--- src/hdl/uitp_pkg.sv ---
// ----------------------------------------------------------------------------
// uitp_pkg
// Shared types and constants for the user-information TLV record parser.
// ----------------------------------------------------------------------------
`default_nettype none

package uitp_pkg;

  typedef enum logic [3:0] {
    PH_IDLE    = 4'd0,
    PH_NAME    = 4'd1,
    PH_WARN_HI = 4'd2,
    PH_WARN_LO = 4'd3,
    PH_CNT_HI  = 4'd4,
    PH_CNT_LO  = 4'd5,
    PH_TYP_HI  = 4'd6,
    PH_TYP_LO  = 4'd7,
    PH_LEN_HI  = 4'd8,
    PH_LEN_LO  = 4'd9,
    PH_VALUE   = 4'd10,
    PH_DONE    = 4'd11
  } phase_t;

  localparam logic [15:0] TYPE_CLASS   = 16'h0001;
  localparam logic [15:0] TYPE_SINCE   = 16'h0002;
  localparam logic [15:0] TYPE_ONLINE  = 16'h0003;
  localparam logic [15:0] TYPE_IDLE    = 16'h0004;
  localparam logic [15:0] TYPE_SESS_A  = 16'h000f;
  localparam logic [15:0] TYPE_SESS_B  = 16'h0010;

  localparam logic KIND_CHAR    = 1'b0;
  localparam logic KIND_SUMMARY = 1'b1;

  localparam logic [15:0] COUNT_MAX = 16'hffff;

  typedef struct packed {
    logic [7:0] data_byte;
    logic       record_start;
  } in_item_t;

  typedef struct packed {
    logic        result_kind;
    logic [7:0]  name_char;
    logic [15:0] warn_level;
    logic [15:0] member_class;
    logic [31:0] member_since;
    logic [31:0] online_since;
    logic [15:0] idle_seconds;
    logic [31:0] session_length;
    logic [15:0] bytes_used;
    logic        unknown_seen;
  } result_t;

endpackage

`default_nettype wire

--- src/hdl/uitp_if.sv ---
// ----------------------------------------------------------------------------
// uitp_if
// Valid/ready channels for record bytes in and parser results out.
// ----------------------------------------------------------------------------
`default_nettype none

interface uitp_in_if;
  logic       valid;
  logic       ready;
  logic [7:0] data_byte;
  logic       record_start;

  modport source (output valid, output data_byte, output record_start, input ready);
  modport sink   (input valid, input data_byte, input record_start, output ready);
endinterface

interface uitp_out_if;
  logic        valid;
  logic        ready;
  logic        result_kind;
  logic [7:0]  name_char;
  logic [15:0] warn_level;
  logic [15:0] member_class;
  logic [31:0] member_since;
  logic [31:0] online_since;
  logic [15:0] idle_seconds;
  logic [31:0] session_length;
  logic [15:0] bytes_used;
  logic        unknown_seen;

  modport source (
    output valid, input ready,
    output result_kind, output name_char, output warn_level, output member_class,
    output member_since, output online_since, output idle_seconds,
    output session_length, output bytes_used, output unknown_seen
  );
  modport sink (
    input valid, output ready,
    input result_kind, input name_char, input warn_level, input member_class,
    input member_since, input online_since, input idle_seconds,
    input session_length, input bytes_used, input unknown_seen
  );
endinterface

`default_nettype wire

--- src/hdl/uitp_in_stage.sv ---
// ----------------------------------------------------------------------------
// uitp_in_stage
// Input register: holds one accepted byte until the parser takes it.
// ----------------------------------------------------------------------------
`default_nettype none

module uitp_in_stage (
  input  wire logic              clk,
  input  wire logic              rst_n,
  input  wire logic              in_valid,
  input  wire uitp_pkg::in_item_t in_item,
  output logic                   in_ready,
  output logic                   hold_valid,
  output uitp_pkg::in_item_t     hold_item,
  input  wire logic              take
);

  logic               valid_r;
  uitp_pkg::in_item_t item_r;

  assign in_ready   = !valid_r || take;
  assign hold_valid = valid_r;
  assign hold_item  = item_r;

  always_ff @(posedge clk) begin
    if (!rst_n) begin
      valid_r <= 1'b0;
    end else if (in_valid && in_ready) begin
      valid_r <= 1'b1;
    end else if (take) begin
      valid_r <= 1'b0;
    end
  end

  always_ff @(posedge clk) begin
    if (in_valid && in_ready) begin
      item_r <= in_item;
    end
  end

endmodule

`default_nettype wire

--- src/hdl/uitp_parse.sv ---
// ----------------------------------------------------------------------------
// uitp_parse
// Record state machine and field stores; one byte per cycle while take is high.
// ----------------------------------------------------------------------------
`default_nettype none

module uitp_parse (
  input  wire logic               clk,
  input  wire logic               rst_n,
  input  wire logic               take,
  input  wire uitp_pkg::in_item_t item,
  output logic                    res_valid,
  output uitp_pkg::result_t       res
);

  uitp_pkg::phase_t phase_r, phase_nxt;
  logic [7:0]  name_rem_r,  name_rem_nxt;
  logic [15:0] entries_r,   entries_nxt;
  logic [15:0] etype_r,     etype_nxt;
  logic [15:0] elen_r,      elen_nxt;
  logic [15:0] vpos_r,      vpos_nxt;
  logic [31:0] vshift_r,    vshift_nxt;
  logic        class_tk_r,  class_tk_nxt;
  logic [15:0] warn_r,      warn_nxt;
  logic [15:0] class_r,     class_nxt;
  logic [31:0] since_r,     since_nxt;
  logic [31:0] online_r,    online_nxt;
  logic [15:0] idle_r,      idle_nxt;
  logic [31:0] sess_r,      sess_nxt;
  logic [15:0] count_r,     count_nxt;
  logic        unk_r,       unk_nxt;

  logic [7:0]  b;
  logic        start;
  logic        active;
  logic [15:0] cnt_full;
  logic [15:0] len_full;
  logic [15:0] vpos_inc;
  logic        last_entry;
  logic        wide;
  logic        narrow;
  logic [31:0] merged;
  logic        commit;
  logic [31:0] commit_val;

  assign b          = item.data_byte;
  assign start      = item.record_start;
  assign active     = (phase_r != uitp_pkg::PH_IDLE) && (phase_r != uitp_pkg::PH_DONE);
  assign cnt_full   = {entries_r[15:8], b};
  assign len_full   = {elen_r[15:8], b};
  assign vpos_inc   = vpos_r + 16'd1;
  assign last_entry = (entries_r == 16'd1);
  assign wide       = etype_r inside {uitp_pkg::TYPE_SINCE, uitp_pkg::TYPE_ONLINE,
                                      uitp_pkg::TYPE_SESS_A, uitp_pkg::TYPE_SESS_B};
  assign narrow     = etype_r inside {uitp_pkg::TYPE_CLASS, uitp_pkg::TYPE_IDLE};

  // next phase
  always_comb begin
    phase_nxt = phase_r;
    if (start) begin
      phase_nxt = (b != 8'd0) ? uitp_pkg::PH_NAME : uitp_pkg::PH_WARN_HI;
    end else begin
      case (phase_r)
        uitp_pkg::PH_NAME: begin
          if (name_rem_r == 8'd1) phase_nxt = uitp_pkg::PH_WARN_HI;
        end
        uitp_pkg::PH_WARN_HI: phase_nxt = uitp_pkg::PH_WARN_LO;
        uitp_pkg::PH_WARN_LO: phase_nxt = uitp_pkg::PH_CNT_HI;
        uitp_pkg::PH_CNT_HI:  phase_nxt = uitp_pkg::PH_CNT_LO;
        uitp_pkg::PH_CNT_LO: begin
          phase_nxt = (cnt_full == 16'd0) ? uitp_pkg::PH_DONE : uitp_pkg::PH_TYP_HI;
        end
        uitp_pkg::PH_TYP_HI:  phase_nxt = uitp_pkg::PH_TYP_LO;
        uitp_pkg::PH_TYP_LO:  phase_nxt = uitp_pkg::PH_LEN_HI;
        uitp_pkg::PH_LEN_HI:  phase_nxt = uitp_pkg::PH_LEN_LO;
        uitp_pkg::PH_LEN_LO: begin
          if (len_full != 16'd0) begin
            phase_nxt = uitp_pkg::PH_VALUE;
          end else begin
            phase_nxt = last_entry ? uitp_pkg::PH_DONE : uitp_pkg::PH_TYP_HI;
          end
        end
        uitp_pkg::PH_VALUE: begin
          if (vpos_inc == elen_r) begin
            phase_nxt = last_entry ? uitp_pkg::PH_DONE : uitp_pkg::PH_TYP_HI;
          end
        end
        default: phase_nxt = phase_r;
      endcase
    end
  end

  // merge the current value byte, big-endian from the top of the field
  always_comb begin
    merged = vshift_r;
    if (wide && (vpos_r < 16'd4)) begin
      case (vpos_r[1:0])
        2'd0:    merged[31:24] = b;
        2'd1:    merged[23:16] = b;
        2'd2:    merged[15:8]  = b;
        default: merged[7:0]   = b;
      endcase
    end else if (narrow && (vpos_r < 16'd2)) begin
      if (vpos_r[0]) merged[7:0] = b;
      else           merged[15:8] = b;
    end
  end

  // stores, counters and result
  always_comb begin
    name_rem_nxt = name_rem_r;
    entries_nxt  = entries_r;
    etype_nxt    = etype_r;
    elen_nxt     = elen_r;
    vpos_nxt     = vpos_r;
    vshift_nxt   = vshift_r;
    class_tk_nxt = class_tk_r;
    warn_nxt     = warn_r;
    class_nxt    = class_r;
    since_nxt    = since_r;
    online_nxt   = online_r;
    idle_nxt     = idle_r;
    sess_nxt     = sess_r;
    count_nxt    = count_r;
    unk_nxt      = unk_r;
    commit       = 1'b0;
    commit_val   = 32'd0;

    if (start) begin
      name_rem_nxt = b;
      entries_nxt  = 16'd0;
      etype_nxt    = 16'd0;
      elen_nxt     = 16'd0;
      vpos_nxt     = 16'd0;
      vshift_nxt   = 32'd0;
      class_tk_nxt = 1'b0;
      warn_nxt     = 16'd0;
      class_nxt    = 16'd0;
      since_nxt    = 32'd0;
      online_nxt   = 32'd0;
      idle_nxt     = 16'd0;
      sess_nxt     = 32'd0;
      count_nxt    = 16'd1;
      unk_nxt      = 1'b0;
    end else if (active) begin
      if (count_r != uitp_pkg::COUNT_MAX) count_nxt = count_r + 16'd1;
      case (phase_r)
        uitp_pkg::PH_NAME:    name_rem_nxt = name_rem_r - 8'd1;
        uitp_pkg::PH_WARN_HI: warn_nxt = {b, 8'd0};
        uitp_pkg::PH_WARN_LO: warn_nxt = {warn_r[15:8], b};
        uitp_pkg::PH_CNT_HI:  entries_nxt = {b, 8'd0};
        uitp_pkg::PH_CNT_LO:  entries_nxt = cnt_full;
        uitp_pkg::PH_TYP_HI:  etype_nxt = {b, 8'd0};
        uitp_pkg::PH_TYP_LO:  etype_nxt = {etype_r[15:8], b};
        uitp_pkg::PH_LEN_HI:  elen_nxt = {b, 8'd0};
        uitp_pkg::PH_LEN_LO: begin
          elen_nxt   = len_full;
          vpos_nxt   = 16'd0;
          vshift_nxt = 32'd0;
          if (len_full == 16'd0) begin
            commit     = 1'b1;
            commit_val = 32'd0;
          end
        end
        uitp_pkg::PH_VALUE: begin
          vpos_nxt   = vpos_inc;
          vshift_nxt = merged;
          if (vpos_inc == elen_r) begin
            commit     = 1'b1;
            commit_val = merged;
          end
        end
        default: count_nxt = count_r;
      endcase
    end

    if (commit) begin
      entries_nxt = entries_r - 16'd1;
      case (etype_r)
        uitp_pkg::TYPE_CLASS: begin
          if (!class_tk_r) begin
            class_nxt    = commit_val[15:0];
            class_tk_nxt = 1'b1;
          end
        end
        uitp_pkg::TYPE_SINCE:  since_nxt  = commit_val;
        uitp_pkg::TYPE_ONLINE: online_nxt = commit_val;
        uitp_pkg::TYPE_IDLE:   idle_nxt   = commit_val[15:0];
        uitp_pkg::TYPE_SESS_A,
        uitp_pkg::TYPE_SESS_B: sess_nxt   = commit_val;
        default:               unk_nxt    = 1'b1;
      endcase
    end
  end

  // result
  always_comb begin
    res       = '0;
    res_valid = 1'b0;
    if (take && !start && phase_r == uitp_pkg::PH_NAME) begin
      res_valid        = 1'b1;
      res.result_kind  = uitp_pkg::KIND_CHAR;
      res.name_char    = b;
    end else if (take && !start && active && phase_nxt == uitp_pkg::PH_DONE) begin
      res_valid          = 1'b1;
      res.result_kind    = uitp_pkg::KIND_SUMMARY;
      res.warn_level     = warn_nxt;
      res.member_class   = class_nxt;
      res.member_since   = since_nxt;
      res.online_since   = online_nxt;
      res.idle_seconds   = idle_nxt;
      res.session_length = sess_nxt;
      res.bytes_used     = count_nxt;
      res.unknown_seen   = unk_nxt;
    end
  end

  always_ff @(posedge clk) begin
    if (!rst_n) begin
      phase_r    <= uitp_pkg::PH_IDLE;
      name_rem_r <= 8'd0;
      entries_r  <= 16'd0;
      etype_r    <= 16'd0;
      elen_r     <= 16'd0;
      vpos_r     <= 16'd0;
      vshift_r   <= 32'd0;
      class_tk_r <= 1'b0;
      warn_r     <= 16'd0;
      class_r    <= 16'd0;
      since_r    <= 32'd0;
      online_r   <= 32'd0;
      idle_r     <= 16'd0;
      sess_r     <= 32'd0;
      count_r    <= 16'd0;
      unk_r      <= 1'b0;
    end else if (take) begin
      phase_r    <= phase_nxt;
      name_rem_r <= name_rem_nxt;
      entries_r  <= entries_nxt;
      etype_r    <= etype_nxt;
      elen_r     <= elen_nxt;
      vpos_r     <= vpos_nxt;
      vshift_r   <= vshift_nxt;
      class_tk_r <= class_tk_nxt;
      warn_r     <= warn_nxt;
      class_r    <= class_nxt;
      since_r    <= since_nxt;
      online_r   <= online_nxt;
      idle_r     <= idle_nxt;
      sess_r     <= sess_nxt;
      count_r    <= count_nxt;
      unk_r      <= unk_nxt;
    end
  end

endmodule

`default_nettype wire

--- src/hdl/uitp_out_stage.sv ---
// ----------------------------------------------------------------------------
// uitp_out_stage
// Result register: holds one result until the sink takes it.
// ----------------------------------------------------------------------------
`default_nettype none

module uitp_out_stage (
  input  wire logic              clk,
  input  wire logic              rst_n,
  input  wire logic              load_valid,
  input  wire uitp_pkg::result_t load_res,
  output logic                   free,
  output logic                   out_valid,
  output uitp_pkg::result_t      out_res,
  input  wire logic              out_ready
);

  logic              valid_r;
  uitp_pkg::result_t res_r;

  assign free      = !valid_r || out_ready;
  assign out_valid = valid_r;
  assign out_res   = res_r;

  always_ff @(posedge clk) begin
    if (!rst_n) begin
      valid_r <= 1'b0;
    end else if (free) begin
      valid_r <= load_valid;
    end
  end

  always_ff @(posedge clk) begin
    if (free && load_valid) begin
      res_r <= load_res;
    end
  end

endmodule

`default_nettype wire

--- src/hdl/user_info_tlv_parser_core.sv ---
// ----------------------------------------------------------------------------
// user_info_tlv_parser_core
// Byte-serial parser of user-information TLV records with name and summary
// results.
// ----------------------------------------------------------------------------
// Path: an accepted byte waits in the input register until the result
// register is free; it is then parsed into the result register.
// Throughput: one byte per cycle while the result register is free, set by
// the single parse step between the input register and the result register.
// Reset: synchronous rst_n returns the parser to idle, clears all stores and
// empties both registers.
`default_nettype none

module user_info_tlv_parser_core (
  input  wire logic   clk,
  input  wire logic   rst_n,
  uitp_in_if.sink     in_req,
  uitp_out_if.source  out_res
);

  uitp_pkg::in_item_t in_item;
  uitp_pkg::in_item_t hold_item;
  uitp_pkg::result_t  res;
  uitp_pkg::result_t  out_data;
  logic               hold_valid;
  logic               take;
  logic               res_valid;
  logic               out_free;

  assign in_item.data_byte    = in_req.data_byte;
  assign in_item.record_start = in_req.record_start;
  assign take                 = hold_valid && out_free;

  uitp_in_stage u_in_stage (
    .clk        (clk),
    .rst_n      (rst_n),
    .in_valid   (in_req.valid),
    .in_item    (in_item),
    .in_ready   (in_req.ready),
    .hold_valid (hold_valid),
    .hold_item  (hold_item),
    .take       (take)
  );

  uitp_parse u_parse (
    .clk       (clk),
    .rst_n     (rst_n),
    .take      (take),
    .item      (hold_item),
    .res_valid (res_valid),
    .res       (res)
  );

  uitp_out_stage u_out_stage (
    .clk        (clk),
    .rst_n      (rst_n),
    .load_valid (res_valid),
    .load_res   (res),
    .free       (out_free),
    .out_valid  (out_res.valid),
    .out_res    (out_data),
    .out_ready  (out_res.ready)
  );

  assign out_res.result_kind    = out_data.result_kind;
  assign out_res.name_char      = out_data.name_char;
  assign out_res.warn_level     = out_data.warn_level;
  assign out_res.member_class   = out_data.member_class;
  assign out_res.member_since   = out_data.member_since;
  assign out_res.online_since   = out_data.online_since;
  assign out_res.idle_seconds   = out_data.idle_seconds;
  assign out_res.session_length = out_data.session_length;
  assign out_res.bytes_used     = out_data.bytes_used;
  assign out_res.unknown_seen   = out_data.unknown_seen;

endmodule

`default_nettype wire

--- src/flat_wrapper.sv ---
// flat-port wrapper written by rule: the top's interface ports become plain ports
module user_info_tlv_parser_core_flat 
  (clk, rst_n, in_req_valid, in_req_data_byte, in_req_record_start, in_req_ready, out_res_valid, out_res_ready, out_res_result_kind, out_res_name_char, out_res_warn_level, out_res_member_class, out_res_member_since, out_res_online_since, out_res_idle_seconds, out_res_session_length, out_res_bytes_used, out_res_unknown_seen);
  uitp_in_if in_req_i ();
  uitp_out_if out_res_i ();
  input  wire logic clk;
  input  wire logic rst_n;
  input wire logic [$bits(in_req_i.valid)-1:0] in_req_valid;
  input wire logic [$bits(in_req_i.data_byte)-1:0] in_req_data_byte;
  input wire logic [$bits(in_req_i.record_start)-1:0] in_req_record_start;
  output wire logic [$bits(in_req_i.ready)-1:0] in_req_ready;
  output wire logic [$bits(out_res_i.valid)-1:0] out_res_valid;
  input wire logic [$bits(out_res_i.ready)-1:0] out_res_ready;
  output wire logic [$bits(out_res_i.result_kind)-1:0] out_res_result_kind;
  output wire logic [$bits(out_res_i.name_char)-1:0] out_res_name_char;
  output wire logic [$bits(out_res_i.warn_level)-1:0] out_res_warn_level;
  output wire logic [$bits(out_res_i.member_class)-1:0] out_res_member_class;
  output wire logic [$bits(out_res_i.member_since)-1:0] out_res_member_since;
  output wire logic [$bits(out_res_i.online_since)-1:0] out_res_online_since;
  output wire logic [$bits(out_res_i.idle_seconds)-1:0] out_res_idle_seconds;
  output wire logic [$bits(out_res_i.session_length)-1:0] out_res_session_length;
  output wire logic [$bits(out_res_i.bytes_used)-1:0] out_res_bytes_used;
  output wire logic [$bits(out_res_i.unknown_seen)-1:0] out_res_unknown_seen;
  assign in_req_i.valid = in_req_valid;
  assign in_req_i.data_byte = in_req_data_byte;
  assign in_req_i.record_start = in_req_record_start;
  assign in_req_ready = in_req_i.ready;
  assign out_res_valid = out_res_i.valid;
  assign out_res_i.ready = out_res_ready;
  assign out_res_result_kind = out_res_i.result_kind;
  assign out_res_name_char = out_res_i.name_char;
  assign out_res_warn_level = out_res_i.warn_level;
  assign out_res_member_class = out_res_i.member_class;
  assign out_res_member_since = out_res_i.member_since;
  assign out_res_online_since = out_res_i.online_since;
  assign out_res_idle_seconds = out_res_i.idle_seconds;
  assign out_res_session_length = out_res_i.session_length;
  assign out_res_bytes_used = out_res_i.bytes_used;
  assign out_res_unknown_seen = out_res_i.unknown_seen;
  user_info_tlv_parser_core u_core (.clk(clk), .rst_n(rst_n), .in_req(in_req_i), .out_res(out_res_i));
endmodule
--- config.mk ---
export PLATFORM = sky130hd
export DESIGN_NAME = user_info_tlv_parser_core_flat
export DESIGN_NICKNAME = d
export VERILOG_FILES = /design/src/hdl/uitp_pkg.sv /design/src/hdl/uitp_if.sv /design/src/hdl/uitp_in_stage.sv /design/src/hdl/uitp_parse.sv /design/src/hdl/uitp_out_stage.sv /design/src/hdl/user_info_tlv_parser_core.sv /design/src/flat_wrapper.sv
export SDC_FILE = /design/constraint.sdc
export NUM_CORES = 1
export LEC_CHECK = 0
export BUFFER_PORTS_ARGS = -buffer_cell sky130_fd_sc_hd__buf_2
export CORE_AREA = 4 4 172 216
export DETAILED_ROUTE_END_ITERATION = 10
export DIE_AREA = 0 0 176 220
export PLACE_DENSITY = 0.88
export RECOVER_POWER = 100
export SKIP_LAST_GASP = 1
export SLEW_MARGIN = 0
export SYNTH_ARGS = -nofsm -noshare
export SYNTH_HDL_FRONTEND = slang
export SYNTH_SLANG_ARGS = --single-unit
--- constraint.sdc ---
create_clock -name clk -period 40.6 [get_ports clk]
set_input_delay 6.09 -clock clk [delete_from_list [all_inputs] [get_ports clk]]
set_output_delay 6.09 -clock clk [all_outputs]
set_load 0.1 [all_outputs]
### After elaboration in Yosys (flattened, before gate mapping)

Index checks and enable logic that the tools add are counted.

* register bits: 451
* input bits: 13
* output and inout bits: 172
* logic and storage cells: 193

* add/subtract/negate cells: 4
* order comparisons: 2
* equal/unequal tests: 27
* muxes and demuxes: 79
* bitwise operators: 1
* reductions and logical operators: 47

Operators with widths (number)
* $mux 32: 15
* $mux 16: 25
* $pmux 16 s2: 5
* $mux 8: 9
* $pmux 32 s2: 1
* $pmux 4 s10: 1
* $add 16x1->16 const B: 2
* $eq 16x1->1 const B: 2
* $eq 16x2->1 const B: 2
* $logic_not 16->1: 2
* $mux 4: 6
* $eq 16x16->1: 1
* $eq 16x3->1 const B: 1
* $eq 16x4->1 const B: 1
* $eq 16x5->1 const B: 1
* $eq 4x3->1 const B: 4
* $eq 4x4->1 const B: 4
* $lt 16x2->1 const B: 1
* $lt 16x3->1 const B: 1
* $ne 16x16->1 const B: 1
* $reduce_bool 16->1: 1
* $sub 16x1->16 const B: 1
* $mux 1: 15
* $reduce_and 3->1: 5
* other kinds (25): 53

### Depth between registers and ports, before layout

* word-level depth: 12
* gate-level depth with buffers: 16
* mapped depth without buffers: 12

### Cells and area by module

A second synthesis with hierarchy kept.

* cell total of the unflattened synthesis: 2131
* area total of the unflattened synthesis: 20457.1 sq um

By module, submodules not included
* uitp_parse: instances 1, cells each 1941, area each 14960.6 sq um, seq. area each 5405.2 sq um
* uitp_out_stage: instances 1, cells each 175, area each 5162.5 sq um, seq. area each 5124.9 sq um
* uitp_in_stage: instances 1, cells each 14, area each 327.8 sq um, seq. area each 290.3 sq um
* user_info_tlv_parser_core: instances 1, cells each 1, area each 6.3 sq um, seq. area each 0.0 sq um

### Worst setup path after synthesis

No wires, ideal clock.

* kind: input -> register
* start: input port out_res_ready
* end: register u_core.u_out_stage.res_r, in the netlist u_core.u_out_stage.out_res[0], enable pin
* setup time: 0.935 ns
* arrival: 19.069 ns
* required time: 39.665 ns
* slack: 20.596 ns
* stages: 7
* buffers on the path: 3
* cells stage by stage: nor2b_1 nand2b_1 clkbuf_1 or4_1 clkbuf_1 clkbuf_1 o21ai_0

* longest elaborated chain between the ends: 8
* elaborated cells on any way between the ends: 9
* classes of those cells: mux: 2; reduce/logical: 7

RTL lines
* start: declaration: line flat_wrapper.sv:13 `input wire logic [$bits(out_res_i.ready)-1:0] out_res_ready;`
* $logic_or 1x1->1 (*): line uitp_out_stage.sv:21 `assign free = !valid_r || out_ready;`
* $logic_and 1x1->1: line user_info_tlv_parser_core.sv:32 `assign take = hold_valid && out_free;`
* $logic_and 1x1->1: line uitp_parse.sv:200, uitp_parse.sv:204
* $logic_and 1x1->1 (2 in series): line uitp_parse.sv:204 `end else if (take && !start && active && phase_nxt == uitp_pkg::PH_DONE) begin`
* $mux 1: line uitp_parse.sv:204
* $mux 1: line uitp_parse.sv:200 `if (take && !start && phase_r == uitp_pkg::PH_NAME) begin`
* $logic_and 1x1->1 (*): line uitp_out_stage.sv:34 `if (free && load_valid) begin`
* end signal: assignment: line uitp_out_stage.sv:35 `res_r <= load_res;`
* end: declaration: line uitp_out_stage.sv:19 `uitp_pkg::result_t res_r;`

Every way passes the cells marked *; elsewhere a longest branch is shown, timed or not.
A chain may end at the register's enable or synchronous reset.

### Final worst setup path

* start: input port out_res_ready
* end: register u_core.u_out_stage.res_r, in the netlist u_core.u_out_stage.out_res[4], enable pin

The elaborated chain is that of the path after synthesis.

==> impl_metrics.tcl <==
set metrics [dict create \
    slowest_delay_ns 3.15 \
    port-buffer-count 184 \
    crit_fanout 83 \
    cap_violations 9 \
    cts.htree.levels 2 \
    netlist_top_cells_count "nand2_1, dfxtp_1, a21oi_1, edfxtp_1, o21ai_0" \
    slowest_stage "clkbuf_1" \
    yosys_warnings 0 \
    violations "capacitance limit, slew limit" \
    cts_tree "done" \
    firstDrtPassIters 6 \
    final_nets 2350 \
    crit_family "buffers and inverters" \
    cts-root-buf "clkbuf_16" \
    tightest_slew_ns 4.90 \
    crit_top_cell "clkbuf_1" \
    status "finished with violations" \
    drive_above_1_share 0.0534 \
    holdCritPathClass "flop to flop" \
    antenna_found_initial 0 \
    cts_resized 0 \
    rows 77 \
    cts_setup_buffers 0 \
    finalWeightedCongestion 0.929 \
    ys_seq_elements 451 \
    place_area_um2 22000 \
    fin_skew_ns 0.0170 \
    design_area_um2 23000 \
    post-place-ws_ns 27.62 \
    synth_area_leaders "dfxtp_1, edfxtp_1, nand2_1" \
    relSlewSlack -2.26 \
    synth_ff_type "dfxtp_1" \
    cts.reportedPaths.clkPinSlew_ns 0.06 \
    fmax_mhz 56.6 \
    p_per_area_nw_per_um2 39.5 \
    final.min_clock_period_ns 17.66 \
    netlist_area_um2 20900 \
    fp.dieW_um 176 \
    grt.overflow.total 0 \
    critical_path_class "input port to flop" \
    finalCritPeriodShare 0.435 \
    async_flop_share 0 \
    cp_num_buf_inv 4 \
    detail_route.drc_violations 0 \
    synth_most_common_cell "nand2_1" \
    grt_max_degree 211 \
    multi_input_area_um2 9350 \
    syn_inst 2244 \
    seq_area_frac_synth 0.518 \
    syn_nets 2267 \
    synth_top_area_frac 0.261 \
    fill_cells 2724 \
    synth_area_leader_cell "dfxtp_1" \
    vias 17846 \
    regArea_um2 10800 \
    clk_latency_ns 0.55 \
    die_area_um2 38700 \
    holdBufCountCts 0 \
    synth_edf_count 179 \
    crit_path_cell_trace "buf_2, nor2b_1, nor2b_2, clkbuf_1, nand2b_1, nor3_1, nand2_1, or4b_1, o21ai_0, clkbuf_1, clkbuf_1" \
    grt_use_total 0.279 \
    critPathRequiredTime_ns 40.65 \
    slew_violations 564 \
    drtIter0Drc 2423 \
    syn2layout_area_growth_pct 10.2 \
    finalSetupViolCount 0 \
    numCtsBuffers 42 \
    die_h_um 220 \
    setup_ws_ns 22.94 \
    arrival_ns 17.72 \
    start_util 0.596 \
    diodes 0 \
    viasPerCell 6.30 \
    syn_avg_cell_area_um2 9.31 \
    dp_hpwl_um 35900 \
    worst_setup_path_start_kind "input port" \
    io_pins 185 \
    cp-end-kind "flop" \
    postRouteWirelength_um 56800 \
    setup_tns_ns 0 \
    synth_cell_types 72 \
    final_antenna_net_count 0 \
    ir_drop_v 0.0000326 \
    first_global_vias 16714 \
    rsz0062_at_grt "no" \
    wire_per_inst_um 20.1 \
    numClockSinks 451 \
    hold_violations 0 \
    grt_pass1_wl_um 88000 \
    fp.coreArea_um2 35100 \
    max-clock-path-buffers 3 \
    p_leak_nw 7.35 \
]
power by group:
part | switching [mW] | internal (mW)
Combinational | 0.0378 | 0.0159
Clock | 0.170 | 0.212
Sequential | 0.00317 | 0.471
final cells by class:
type / instances / share of cell area
Inverter: 15 / 0.00244
Timing Repair Buffer: 212 / 0.0388
Multi-Input combinational cell: 1605 / 0.406
Clock buffer: 57 / 0.0516
Tap cell: 474 / 0.0258
Sequential cell: 451 / 0.470
Clock inverter: 20 / 0.00554
registers in the layout, indices dropped and copies added (netlist names):
name / count
u_core.u_parse.elen_r: 16
u_core.u_parse.online_r: 32
u_core.u_parse.warn_r: 16
u_core.u_out_stage.out_valid: 1
u_core.u_in_stage.hold_valid: 1
u_core.u_parse.sess_r: 32
u_core.u_in_stage.hold_item: 9
u_core.u_out_stage.out_res: 170
u_core.u_parse.entries_r: 16
u_core.u_parse.class_r: 16
u_core.u_parse.idle_r: 16
u_core.u_parse.vpos_r: 16
u_core.u_parse.phase_r: 4
u_core.u_parse.unk_r: 1
u_core.u_parse.vshift_r: 32
u_core.u_parse.etype_r: 16
u_core.u_parse.name_rem_r: 8
u_core.u_parse.class_tk_r: 1
u_core.u_parse.since_r: 32
u_core.u_parse.count_r: 16
worst reg2reg max path, cell delays in order (launching register included):
cell	delay, ns
dfxtp_1	0.60
ha_1	0.32
nand3_1	0.27
nor4_1	0.54
mux2i_1	0.31
nand4b_1	0.14
nor4_2	0.53
a21oi_2	0.29
o211ai_1	0.22
or4b_1	1.32
o21ai_0	1.78
clkbuf_1	2.53
clkbuf_1	3.21
stage by stage:
step	cells	util	power (mW)	hold slack, ns
floorplan	2244	-	0.522	0.425
global placement	2757	0.627	0.534	0.434
detailed placement	2757	0.627	0.536	0.441
CTS	2834	0.665	0.910	0.450
global route	2834	0.657	0.933	0.477
finish	2834	0.657	0.910	0.456
cell families (layout without fill, tap and decap cells):
kind of cell	count (synthesis)	in the layout	share of synthesized area
xor gates and xnor gates	33	33	0.0152
and+or+nand+nor	949	949	0.241
adders and majority gates	10	10	0.00599
muxes	38	38	0.0183
AOI/OAI and AO/OA	575	575	0.166
DFF	451	451	0.518
buffers and inverters	188	304	0.0357
final timing paths:
kind | from | endpoint | slack [ns] | depth (start not counted)
min | u_core.u_parse.since_r[18]$_SDFFE_PN0P_ | u_core.u_parse.since_r[18]$_SDFFE_PN0P_ | 0.46 | 2
max reg2reg | u_core.u_parse.vpos_r[0]$_SDFFE_PN0P_ | u_core.u_out_stage.out_res[4]$_SDFFCE_PP0P_ | 27.93 | 12
min reg2reg | u_core.u_parse.since_r[18]$_SDFFE_PN0P_ | u_core.u_parse.since_r[18]$_SDFFE_PN0P_ | 0.46 | 2
max | out_res_ready | u_core.u_out_stage.out_res[4]$_SDFFCE_PP0P_ | 22.94 | 11
metal layers:
| metal | track usage | vias up | share of wire | wire length, um |
|---|---|---|---|---|
| met1 | 0.343 | 8359 | 0.37 | 21200 |
| met3 | 0.0426 | 212 | 0.087 | 4960 |
| li1 | - | 8228 | - | - |
| met2 | 0.468 | 1047 | 0.48 | 27100 |
| met5 | 0 | - | 0 | 0 |
| met4 | 0.164 | 0 | 0.062 | 3520 |
placed cells by master (no fill, tap or decap), types with 9 or more instances in the layout:
cell type / count
clkbuf_16: 43
a22o_1: 34
a21boi_0: 31
nand4_1: 10
a22oi_1: 68
mux2i_1: 36
xnor2_1: 18
or2_2: 17
nand3b_1: 130
nand2_1: 299
buf_4: 19
nor3_1: 44
clkinv_2: 9
edfxtp_1: 179
nand2b_1: 21
o21ai_0: 168
buf_2: 9
a31oi_1: 15
clkbuf_1: 191
nor2b_1: 98
dfxtp_1: 272
ha_1: 10
a21oi_1: 199
xor2_1: 13
and3_1: 13
and2_1: 12
nor4_1: 22
inv_1: 15
and2_0: 10
or3_1: 77
nor2_1: 114
nand3_1: 48
Power figures use the tool's default switching activity.
